[src/sv/two_class_fifo_oldest_first_assert.svh]
// Assertion macros shared by the two-class FIFO RTL.
// Depends on nothing; included by the modules that carry assertions.
`ifndef TWO_CLASS_FIFO_OLDEST_FIRST_ASSERT_SVH
`define TWO_CLASS_FIFO_OLDEST_FIRST_ASSERT_SVH
`ifndef SYNTH
`define TCFO_ASSERT_NEVER(name, clk, rst, expr) \
   name: assert property (@(posedge clk) disable iff (rst) !(expr)) \
      else $error("tcfo assertion failed");
`define TCFO_ASSERT_IMPLY(name, clk, rst, pre, post) \
   name: assert property (@(posedge clk) disable iff (rst) (pre) |-> (post)) \
      else $error("tcfo assertion failed");
`else
`define TCFO_ASSERT_NEVER(name, clk, rst, expr)
`define TCFO_ASSERT_IMPLY(name, clk, rst, pre, post)
`endif
`endif

[src/sv/tcfo_pkg.sv]
// Package for the two-class FIFO: widths, request and status codes, shared types.
// Depends on nothing; used by every module of the block.
`timescale 1ns / 1ps

package tcfo_pkg;

   localparam int ID_W            = 16;
   localparam int STAMP_W         = 6;
   localparam int QUEUE_DEPTH_DEF = 16;

   localparam logic [1:0] REQ_ENQ        = 2'd0;
   localparam logic [1:0] REQ_DEQ_ANY    = 2'd1;
   localparam logic [1:0] REQ_DEQ_FIRST  = 2'd2;
   localparam logic [1:0] REQ_DEQ_SECOND = 2'd3;

   localparam logic [1:0] STATUS_ENQ   = 2'd0;
   localparam logic [1:0] STATUS_DROP  = 2'd1;
   localparam logic [1:0] STATUS_DEQ   = 2'd2;
   localparam logic [1:0] STATUS_EMPTY = 2'd3;

   typedef enum logic [1:0] {
      OP_ENQ,
      OP_DEQ_ANY,
      OP_DEQ_CLASS
   } op_kind_type;

   typedef struct packed {
      op_kind_type       kind;
      logic              cls;
      logic [ID_W-1:0]   id;
   } op_type;

   typedef struct packed {
      logic push;
      logic pop;
   } fifo_ctrl_type;

   typedef struct packed {
      logic empty;
      logic full;
      logic last;
   } fifo_stat_type;

endpackage

[src/sv/tcfo_front.sv]
// Front end: decodes each request into an operation and holds it in a two-entry queue.
// Depends on tcfo_pkg.
`timescale 1ns / 1ps

module tcfo_front (
   input  logic                      clock,
   input  logic                      reset,
   input  logic                      req_valid,
   output logic                      req_stall,
   input  logic [1:0]                req_type,
   input  logic [tcfo_pkg::ID_W-1:0] req_item_id,
   input  logic                      req_item_class,
   output logic                      op_valid,
   output tcfo_pkg::op_type          op,
   input  logic                      op_take
);

   tcfo_pkg::op_type slot_ff [2];
   logic             wr_ptr_ff, wr_ptr_in;
   logic             rd_ptr_ff, rd_ptr_in;
   logic [1:0]       cnt_ff, cnt_in;
   tcfo_pkg::op_type decoded;
   logic             accept;
   logic             take;

   always_comb begin
      decoded.id  = req_item_id;
      decoded.cls = 1'b0;
      unique case (req_type)
         tcfo_pkg::REQ_ENQ: begin
            decoded.kind = tcfo_pkg::OP_ENQ;
            decoded.cls  = req_item_class;
         end
         tcfo_pkg::REQ_DEQ_ANY: begin
            decoded.kind = tcfo_pkg::OP_DEQ_ANY;
         end
         tcfo_pkg::REQ_DEQ_FIRST: begin
            decoded.kind = tcfo_pkg::OP_DEQ_CLASS;
         end
         tcfo_pkg::REQ_DEQ_SECOND: begin
            decoded.kind = tcfo_pkg::OP_DEQ_CLASS;
            decoded.cls  = 1'b1;
         end
         default: begin
            decoded.kind = tcfo_pkg::OP_DEQ_ANY;
         end
      endcase
   end

   assign req_stall = (cnt_ff == 2'd2);
   assign accept    = req_valid && !req_stall;
   assign op_valid  = (cnt_ff != 2'd0);
   assign op        = slot_ff[rd_ptr_ff];
   assign take      = op_take && op_valid;

   always_comb begin
      wr_ptr_in = accept ? !wr_ptr_ff : wr_ptr_ff;
      rd_ptr_in = take ? !rd_ptr_ff : rd_ptr_ff;
      cnt_in    = cnt_ff + {1'b0, accept} - {1'b0, take};
   end

   always_ff @(posedge clock) begin
      if (reset) begin
         wr_ptr_ff <= 1'b0;
         rd_ptr_ff <= 1'b0;
         cnt_ff    <= 2'd0;
      end else begin
         wr_ptr_ff <= wr_ptr_in;
         rd_ptr_ff <= rd_ptr_in;
         cnt_ff    <= cnt_in;
      end
   end

   always_ff @(posedge clock) begin
      if (accept) begin
         slot_ff[wr_ptr_ff] <= decoded;
      end
   end

endmodule

[src/sv/tcfo_class_fifo.sv]
// One class queue: id and stamp memory with head, tail and fill count.
// Depends on tcfo_pkg and the assertion macro header.
`timescale 1ns / 1ps
`include "two_class_fifo_oldest_first_assert.svh"

module tcfo_class_fifo #(
   parameter int DEPTH = tcfo_pkg::QUEUE_DEPTH_DEF
) (
   input  logic                         clock,
   input  logic                         reset,
   input  tcfo_pkg::fifo_ctrl_type      ctrl,
   input  logic [tcfo_pkg::ID_W-1:0]    push_id,
   input  logic [tcfo_pkg::STAMP_W-1:0] push_stamp,
   output tcfo_pkg::fifo_stat_type      stat,
   output logic [tcfo_pkg::ID_W-1:0]    head_id,
   output logic [tcfo_pkg::STAMP_W-1:0] head_stamp
);

   localparam int PTR_W  = $clog2(DEPTH);
   localparam int CNT_W  = $clog2(DEPTH + 1);
   localparam int WORD_W = tcfo_pkg::ID_W + tcfo_pkg::STAMP_W;
   localparam logic [PTR_W-1:0] LAST_SLOT = PTR_W'(DEPTH - 1);
   localparam logic [CNT_W-1:0] FULL_CNT  = CNT_W'(DEPTH);

   logic [WORD_W-1:0] mem [DEPTH];
   logic [WORD_W-1:0] rd_ff;
   logic [PTR_W-1:0]  head_ff, head_in;
   logic [PTR_W-1:0]  tail_ff, tail_in;
   logic [CNT_W-1:0]  count_ff, count_in;

   always_comb begin
      head_in  = head_ff;
      tail_in  = tail_ff;
      count_in = count_ff;
      if (ctrl.push) begin
         tail_in = (tail_ff == LAST_SLOT) ? '0 : tail_ff + 1'b1;
      end
      if (ctrl.pop) begin
         head_in = (head_ff == LAST_SLOT) ? '0 : head_ff + 1'b1;
      end
      count_in = count_ff + CNT_W'(ctrl.push) - CNT_W'(ctrl.pop);
   end

   always_ff @(posedge clock) begin
      if (reset) begin
         head_ff  <= '0;
         tail_ff  <= '0;
         count_ff <= '0;
      end else begin
         head_ff  <= head_in;
         tail_ff  <= tail_in;
         count_ff <= count_in;
      end
   end

   always_ff @(posedge clock) begin
      if (ctrl.push) begin
         mem[tail_ff] <= {push_id, push_stamp};
      end
      rd_ff <= mem[head_ff];
   end

   assign stat.empty = (count_ff == '0);
   assign stat.full  = (count_ff == FULL_CNT);
   assign stat.last  = (count_ff == CNT_W'(1));
   assign head_id    = rd_ff[WORD_W-1:tcfo_pkg::STAMP_W];
   assign head_stamp = rd_ff[tcfo_pkg::STAMP_W-1:0];

   `TCFO_ASSERT_NEVER(a_push_full, clock, reset, ctrl.push && stat.full)
   `TCFO_ASSERT_NEVER(a_pop_empty, clock, reset, ctrl.pop && stat.empty)
   `TCFO_ASSERT_IMPLY(a_empty_ptrs, clock, reset, count_ff == '0, head_ff == tail_ff)
   `TCFO_ASSERT_NEVER(a_count_range, clock, reset, count_ff > FULL_CNT)

endmodule

[src/sv/tcfo_back.sv]
// Back end: carries out queued operations on the two class queues and holds the result.
// Depends on tcfo_pkg and tcfo_class_fifo.
`timescale 1ns / 1ps

module tcfo_back #(
   parameter int QUEUE_DEPTH = tcfo_pkg::QUEUE_DEPTH_DEF
) (
   input  logic                      clock,
   input  logic                      reset,
   input  logic                      op_valid,
   input  tcfo_pkg::op_type          op,
   output logic                      op_take,
   output logic                      rsp_valid,
   input  logic                      rsp_stall,
   output logic [1:0]                rsp_status,
   output logic [tcfo_pkg::ID_W-1:0] rsp_out_id,
   output logic                      rsp_out_class
);

   localparam logic S_IDLE = 1'b0;
   localparam logic S_DEQ  = 1'b1;

   logic                         state_ff, state_in;
   logic                         deq_any_ff, deq_any_in;
   logic                         deq_cls_ff, deq_cls_in;
   logic [tcfo_pkg::STAMP_W-1:0] stamp_ff, stamp_in;
   logic                         rsp_valid_ff, rsp_valid_in;
   logic [1:0]                   status_ff, status_in;
   logic [tcfo_pkg::ID_W-1:0]    out_id_ff, out_id_in;
   logic                         out_class_ff, out_class_in;

   tcfo_pkg::fifo_ctrl_type      ctrl0, ctrl1;
   tcfo_pkg::fifo_stat_type      stat0, stat1;
   logic [tcfo_pkg::ID_W-1:0]    head_id0, head_id1;
   logic [tcfo_pkg::STAMP_W-1:0] head_stamp0, head_stamp1;
   logic [tcfo_pkg::STAMP_W-1:0] next_stamp;
   logic [tcfo_pkg::STAMP_W-1:0] stamp_diff;
   logic                         out_free;
   logic                         sel;
   logic                         sel_empty;
   logic                         enq_full;

   tcfo_class_fifo #(.DEPTH(QUEUE_DEPTH)) u_first (
      .clock      (clock),
      .reset      (reset),
      .ctrl       (ctrl0),
      .push_id    (op.id),
      .push_stamp (next_stamp),
      .stat       (stat0),
      .head_id    (head_id0),
      .head_stamp (head_stamp0)
   );

   tcfo_class_fifo #(.DEPTH(QUEUE_DEPTH)) u_second (
      .clock      (clock),
      .reset      (reset),
      .ctrl       (ctrl1),
      .push_id    (op.id),
      .push_stamp (next_stamp),
      .stat       (stat1),
      .head_id    (head_id1),
      .head_stamp (head_stamp1)
   );

   assign out_free   = !rsp_valid_ff || !rsp_stall;
   assign next_stamp = stamp_ff + 1'b1;
   assign stamp_diff = head_stamp1 - head_stamp0;
   assign enq_full   = op.cls ? stat1.full : stat0.full;

   // The first class head is older when the modular distance is in the lower half, not zero.
   always_comb begin
      if (!deq_any_ff) begin
         sel = deq_cls_ff;
      end else if (stat0.empty) begin
         sel = 1'b1;
      end else if (stat1.empty) begin
         sel = 1'b0;
      end else begin
         sel = !((stamp_diff != '0) && !stamp_diff[tcfo_pkg::STAMP_W-1]);
      end
      sel_empty = sel ? stat1.empty : stat0.empty;
   end

   always_comb begin
      state_in     = state_ff;
      deq_any_in   = deq_any_ff;
      deq_cls_in   = deq_cls_ff;
      stamp_in     = stamp_ff;
      rsp_valid_in = rsp_valid_ff && rsp_stall;
      status_in    = status_ff;
      out_id_in    = out_id_ff;
      out_class_in = out_class_ff;
      ctrl0        = '0;
      ctrl1        = '0;
      op_take      = 1'b0;
      unique case (state_ff)
         S_IDLE: begin
            if (op_valid && out_free) begin
               op_take = 1'b1;
               if (op.kind == tcfo_pkg::OP_ENQ) begin
                  rsp_valid_in = 1'b1;
                  out_id_in    = '0;
                  out_class_in = 1'b0;
                  if (enq_full) begin
                     status_in = tcfo_pkg::STATUS_DROP;
                  end else begin
                     status_in  = tcfo_pkg::STATUS_ENQ;
                     stamp_in   = next_stamp;
                     ctrl0.push = !op.cls;
                     ctrl1.push = op.cls;
                  end
               end else begin
                  deq_any_in = (op.kind == tcfo_pkg::OP_DEQ_ANY);
                  deq_cls_in = op.cls;
                  state_in   = S_DEQ;
               end
            end
         end
         S_DEQ: begin
            if (out_free) begin
               rsp_valid_in = 1'b1;
               state_in     = S_IDLE;
               if (sel_empty) begin
                  status_in    = tcfo_pkg::STATUS_EMPTY;
                  out_id_in    = '0;
                  out_class_in = 1'b0;
               end else begin
                  status_in    = tcfo_pkg::STATUS_DEQ;
                  out_id_in    = sel ? head_id1 : head_id0;
                  out_class_in = sel;
                  ctrl0.pop    = !sel;
                  ctrl1.pop    = sel;
                  if ((sel ? stat1.last : stat0.last) && (sel ? stat0.empty : stat1.empty)) begin
                     stamp_in = '0;
                  end
               end
            end
         end
         default: begin
            state_in = S_IDLE;
         end
      endcase
   end

   always_ff @(posedge clock) begin
      if (reset) begin
         state_ff     <= S_IDLE;
         stamp_ff     <= '0;
         rsp_valid_ff <= 1'b0;
      end else begin
         state_ff     <= state_in;
         stamp_ff     <= stamp_in;
         rsp_valid_ff <= rsp_valid_in;
      end
   end

   always_ff @(posedge clock) begin
      deq_any_ff   <= deq_any_in;
      deq_cls_ff   <= deq_cls_in;
      status_ff    <= status_in;
      out_id_ff    <= out_id_in;
      out_class_ff <= out_class_in;
   end

   assign rsp_valid     = rsp_valid_ff;
   assign rsp_status    = status_ff;
   assign rsp_out_id    = out_id_ff;
   assign rsp_out_class = out_class_ff;

endmodule

[src/sv/two_class_fifo_oldest_first.sv]
// Path: an enqueue passes the front-end slot and then the result registers; a dequeue also
// passes the S_DEQ state. Throughput: one enqueue per cycle unless the response stalls; a dequeue
// holds the back end in S_DEQ, as the head entries come out of the class memories through a registered read port.
// Reset: synchronous; clears pointers, counts, stamp and handshake state. The memories are
// not cleared, so requests are accepted from the first cycle after reset.
`timescale 1ns / 1ps

module two_class_fifo_oldest_first #(
   parameter int QUEUE_DEPTH = tcfo_pkg::QUEUE_DEPTH_DEF
) (
   input  logic                      clock,
   input  logic                      reset,
   input  logic                      req_valid,
   output logic                      req_stall,
   input  logic [1:0]                req_type,
   input  logic [tcfo_pkg::ID_W-1:0] req_item_id,
   input  logic                      req_item_class,
   output logic                      rsp_valid,
   input  logic                      rsp_stall,
   output logic [1:0]                rsp_status,
   output logic [tcfo_pkg::ID_W-1:0] rsp_out_id,
   output logic                      rsp_out_class
);

   logic             op_valid;
   logic             op_take;
   tcfo_pkg::op_type op;

   tcfo_front u_front (
      .clock          (clock),
      .reset          (reset),
      .req_valid      (req_valid),
      .req_stall      (req_stall),
      .req_type       (req_type),
      .req_item_id    (req_item_id),
      .req_item_class (req_item_class),
      .op_valid       (op_valid),
      .op             (op),
      .op_take        (op_take)
   );

   tcfo_back #(.QUEUE_DEPTH(QUEUE_DEPTH)) u_back (
      .clock         (clock),
      .reset         (reset),
      .op_valid      (op_valid),
      .op            (op),
      .op_take       (op_take),
      .rsp_valid     (rsp_valid),
      .rsp_stall     (rsp_stall),
      .rsp_status    (rsp_status),
      .rsp_out_id    (rsp_out_id),
      .rsp_out_class (rsp_out_class)
   );

endmodule
[config.mk]
export PLATFORM = sky130hd
export DESIGN_NAME = two_class_fifo_oldest_first
export DESIGN_NICKNAME = d
export VERILOG_FILES = /design/src/sv/tcfo_pkg.sv /design/src/sv/tcfo_front.sv /design/src/sv/tcfo_class_fifo.sv /design/src/sv/tcfo_back.sv /design/src/sv/two_class_fifo_oldest_first.sv
export VERILOG_INCLUDE_DIRS = /design/src /design/src/sv
export SDC_FILE = /design/constraint.sdc
export NUM_CORES = 1
export LEC_CHECK = 0
export BUFFER_PORTS_ARGS = -buffer_cell sky130_fd_sc_hd__buf_2
export CAP_MARGIN = 15
export CORE_ASPECT_RATIO = 0.9
export CORE_UTILIZATION = 40
export CTS_CLUSTER_SIZE = 14
export DETAILED_ROUTE_END_ITERATION = 10
export SYNTH_ARGS = -nofsm -noshare
export SYNTH_HDL_FRONTEND = slang
export SYNTH_SLANG_ARGS = --single-unit
[constraint.sdc]
create_clock -name clock -period 4.02 [get_ports clock]
set_input_delay 0.603 -clock clock [delete_from_list [all_inputs] [get_ports clock]]
set_output_delay 0.603 -clock clock [all_outputs]
set_load 0.05 [all_outputs]
==> metrics.txt <==
status completed; Worst Path Max Fanout 2; drt first pass iters 7; antenna cells 0; clock share of power a little over a third; post-route cell area 37070 sq um; Worst EP arrival 4200 ps; largest area contributor in the netlist edfxtp_1; DRC 0; Root Buffer clkbuf_16; YS warnings 0; total power about 22 mW; clk sinks 846; Worst slew margin about 28%; Die X 302.0 microns; via count about 15000; first-pass GRT wire length 104.8 mm; top-area cell type share of the netlist area a little over two thirds; Initial Util 40.60%; synthesized area around 32000 sq um; total CTS buffers between 80 and 90; Worst Tran Pin Value between 1000 and 1500 ps; setup ws final between 300 and 400 ps; Fin. Hold Viols 0; clock latency on the worst-skew pair ~630 ps; setup_tns 0 ps; Post-CTS Setup Bufs 0; Tmin final ~3700 ps; Post-CTS Hold Fix Bufs 0; filler cell count between 6000 and 7000; number of port buffers 43; Slew Viols, Final 0; core area 79820 sq um; placed inst area ~34000 sq um; Req. time, crit path about 4600 ps; cts repair resizes 0; Leak about 12 nW; GRT overflow 0; Sw Ratio ~25%; Std-Cell Rows 98; top cells by area, synth edfxtp_1 (71%), mux4_2 (15%), dfxtp_1 (5.1%), ha_1 (1.3%), mux2i_1 (0.74%); sequential share of the synthesized area 75.82%; area taken by flip-flops and latches approximately 25000 sq um; starting DRC count in detailed routing 1371; vias in the first global route 16180; Clock Pin Slew Worst Setup and Hold Paths around 60 ps; Peak Freq approximately 0.27 GHz; H-tree level count 3; initial antenna violation count 1; Max clock buf depth 3; synthesis-to-finish area growth 14.38%; layout cells sized above 1 between 20% and 30%; peak supply drop 402.2 uV; vias per cell about 5.5; max-cap violations 0; Final period util between 90% and 100%; final wirelength 69.93 mm; Power Internal between 15 and 20 mW; startpoint class of the critical path flip-flop; leading cell types in the layout, fill and taps excluded edfxtp_1 (763), mux4_2 (220), clkbuf_16 (87); RSZ-0062 raised after global routing no; leading cell type in the layout, fill and taps excluded edfxtp_1; number of synthesized flops with an enable pin 763; floorplan die height 272.0 microns; Avg Cell Area, Syn 21.24 sq um; Multi-input gate area between 7000 and 8000 sq um; pin count of the biggest net entering global routing between 40 and 50; synthesis-stage register bit count roughly 850; Detail Route Antenna Nets 0; switching power about 5.5 mW; synth unique cells between 60 and 70; Die ar. between 80000 and 90000 sq um; Hold Path Class in2reg; All-Layer GR Usage between 10% and 20%; Final HPWL DP between 30 and 40 mm; Post-synth ARST share 0%; setup violators final 0; TritonCTS clock tree done; Main synth FF type edfxtp_1; WL/cell 25.34 microns; routability cong. about 0.76; Setup crit end kind flip-flop; kind of critical path reg2reg; dpl ws 416.1 ps; Flop pwr share between 40% and 50%; Mapped Cells ~1500; IO Pins 44; pwr/cell area about 580 nW/um^2; final setup skew between 20 and 25 ps; Comb power frac roughly 15%; final net count 1700; Mapped Nets about 1600
-- stage by stage --
step	std cells	utilization [%]	hold slack, ps
finish	2760	46.44	176.3
global route	2760	46.44	142.2
CTS	2758	46.41	133.3
detailed placement	2604	43.04	498.3
global placement	2604	43.04	485.0
floorplan	1526	-	455.0
-- critical path: stages (launching register included) --
cell and delay [ps]:
dfxtp_1 310, inv_1 50, ha_1 230, fa_1 410, nand2b_1 170, a21oi_1 170
xor2_1 130, o311ai_2 430, a21oi_1 170, or2_2 320, ha_1 200, inv_1 70
fa_1 190, inv_1 50, a21oi_1 140, nor2_1 70, or3_1 340, a21oi_1 130
-- cell usage after synthesis, types with 3 or more instances --
cell	count
edfxtp_1	763
mux4_2	220
dfxtp_1	83
nor2_1	62
nand2_1	59
inv_1	36
ha_1	33
clkbuf_1	32
mux2i_1	24
a21oi_1	23
buf_2	23
mux2_2	19
buf_1	13
xor2_1	13
o21ai_0	11
nand2b_1	10
nor3_1	10
and3_1	7
nor2b_1	7
xnor2_1	7
nand3_1	6
a31oi_1	5
o21a_1	4
or3_1	4
buf_4	3
fa_1	3
nor3b_1	3
-- cell families (layout without fill, tap and decap cells) --
kind of cell	count (synthesis)	count (layout)	synth area share, %
flops	846	846	75.82
xor+xnor	20	20	0.5405
compound gates	67	67	1.398
mux	263	263	16.69
fa+ha+maj	36	36	1.459
simple gates	185	185	2.679
buf+inv	109	293	1.409
-- power by group through the flow --
stage / combinational (mW) / sequential, mW / clock [mW]
2_1_floorplan: 2.14 / 11.0 / 0
3_3_place_gp: 3.11 / 11.0 / 0
3_5_place_dp: 3.22 / 11.0 / 0
4_1_cts: 3.24 / 10.8 / 7.83
5_1_grt: 3.50 / 10.8 / 8.17
6_report: 3.20 / 10.8 / 7.65
-- routing by layer --
metal,up-vias,GRT usage (%),wire length (microns)
met1,8157,26.30,32330
met3,102,3.039,3619
met2,426,26.82,32670
met4,0,4.094,1314
li1,6472,-,-
met5,-,0,0
-- registers in the layout (all words and copies together), names as in the netlist, named ones only --
register and flops:
u_front.slot_ff 38, u_back.stamp_ff 6, u_front.wr_ptr_ff 1, u_back.u_second.tail_ff 4
u_back.u_second.count_ff 5, u_back.u_second.mem 352, u_back.state_ff 1, u_back.rsp_out_id 16
u_back.u_first.head_ff 4, u_back.u_first.count_ff 5, u_back.deq_cls_ff 1, u_back.deq_any_ff 1
u_back.rsp_out_class 1, u_front.cnt_ff 2, u_back.u_first.tail_ff 4, u_back.u_second.head_ff 4
u_back.u_first.mem 352, u_back.u_second.rd_ff 22, u_back.rsp_status 2, u_back.rsp_valid 1
u_front.rd_ptr_ff 1, u_back.u_first.rd_ff 22
-- area by class of cell --
type,count,area share (%)
Timing Repair Buffer,102,2.211
Multi-Input combinational cell,571,20.28
Inverter,37,0.3747
Clock inverter,34,0.8607
Clock buffer,120,6.396
Sequential cell,846,66.33
Tap cell,1050,3.544
-- worst paths after layout --
| check | startpoint | to | slack, ps | depth (start not counted) |
|---|---|---|---|---|
| setup / recovery | u_back.u_second.rd_ff[0]$_DFF_P_ | u_back.u_first.count_ff[4]$_SDFF_PP0_ | 360 | 17 |
| hold / removal | req_item_id[6] | u_front.slot_ff[0][6]$_DFFE_PP_ | 180 | 1 |
| setup reg to reg | u_back.u_second.rd_ff[0]$_DFF_P_ | u_back.u_first.count_ff[4]$_SDFF_PP0_ | 360 | 17 |
| hold reg to reg | u_back.stamp_ff[0]$_SDFFE_PP0P_ | u_back.stamp_ff[0]$_SDFFE_PP0P_ | 510 | 2 |
Note: power is estimated with default switching activity, not from simulation.
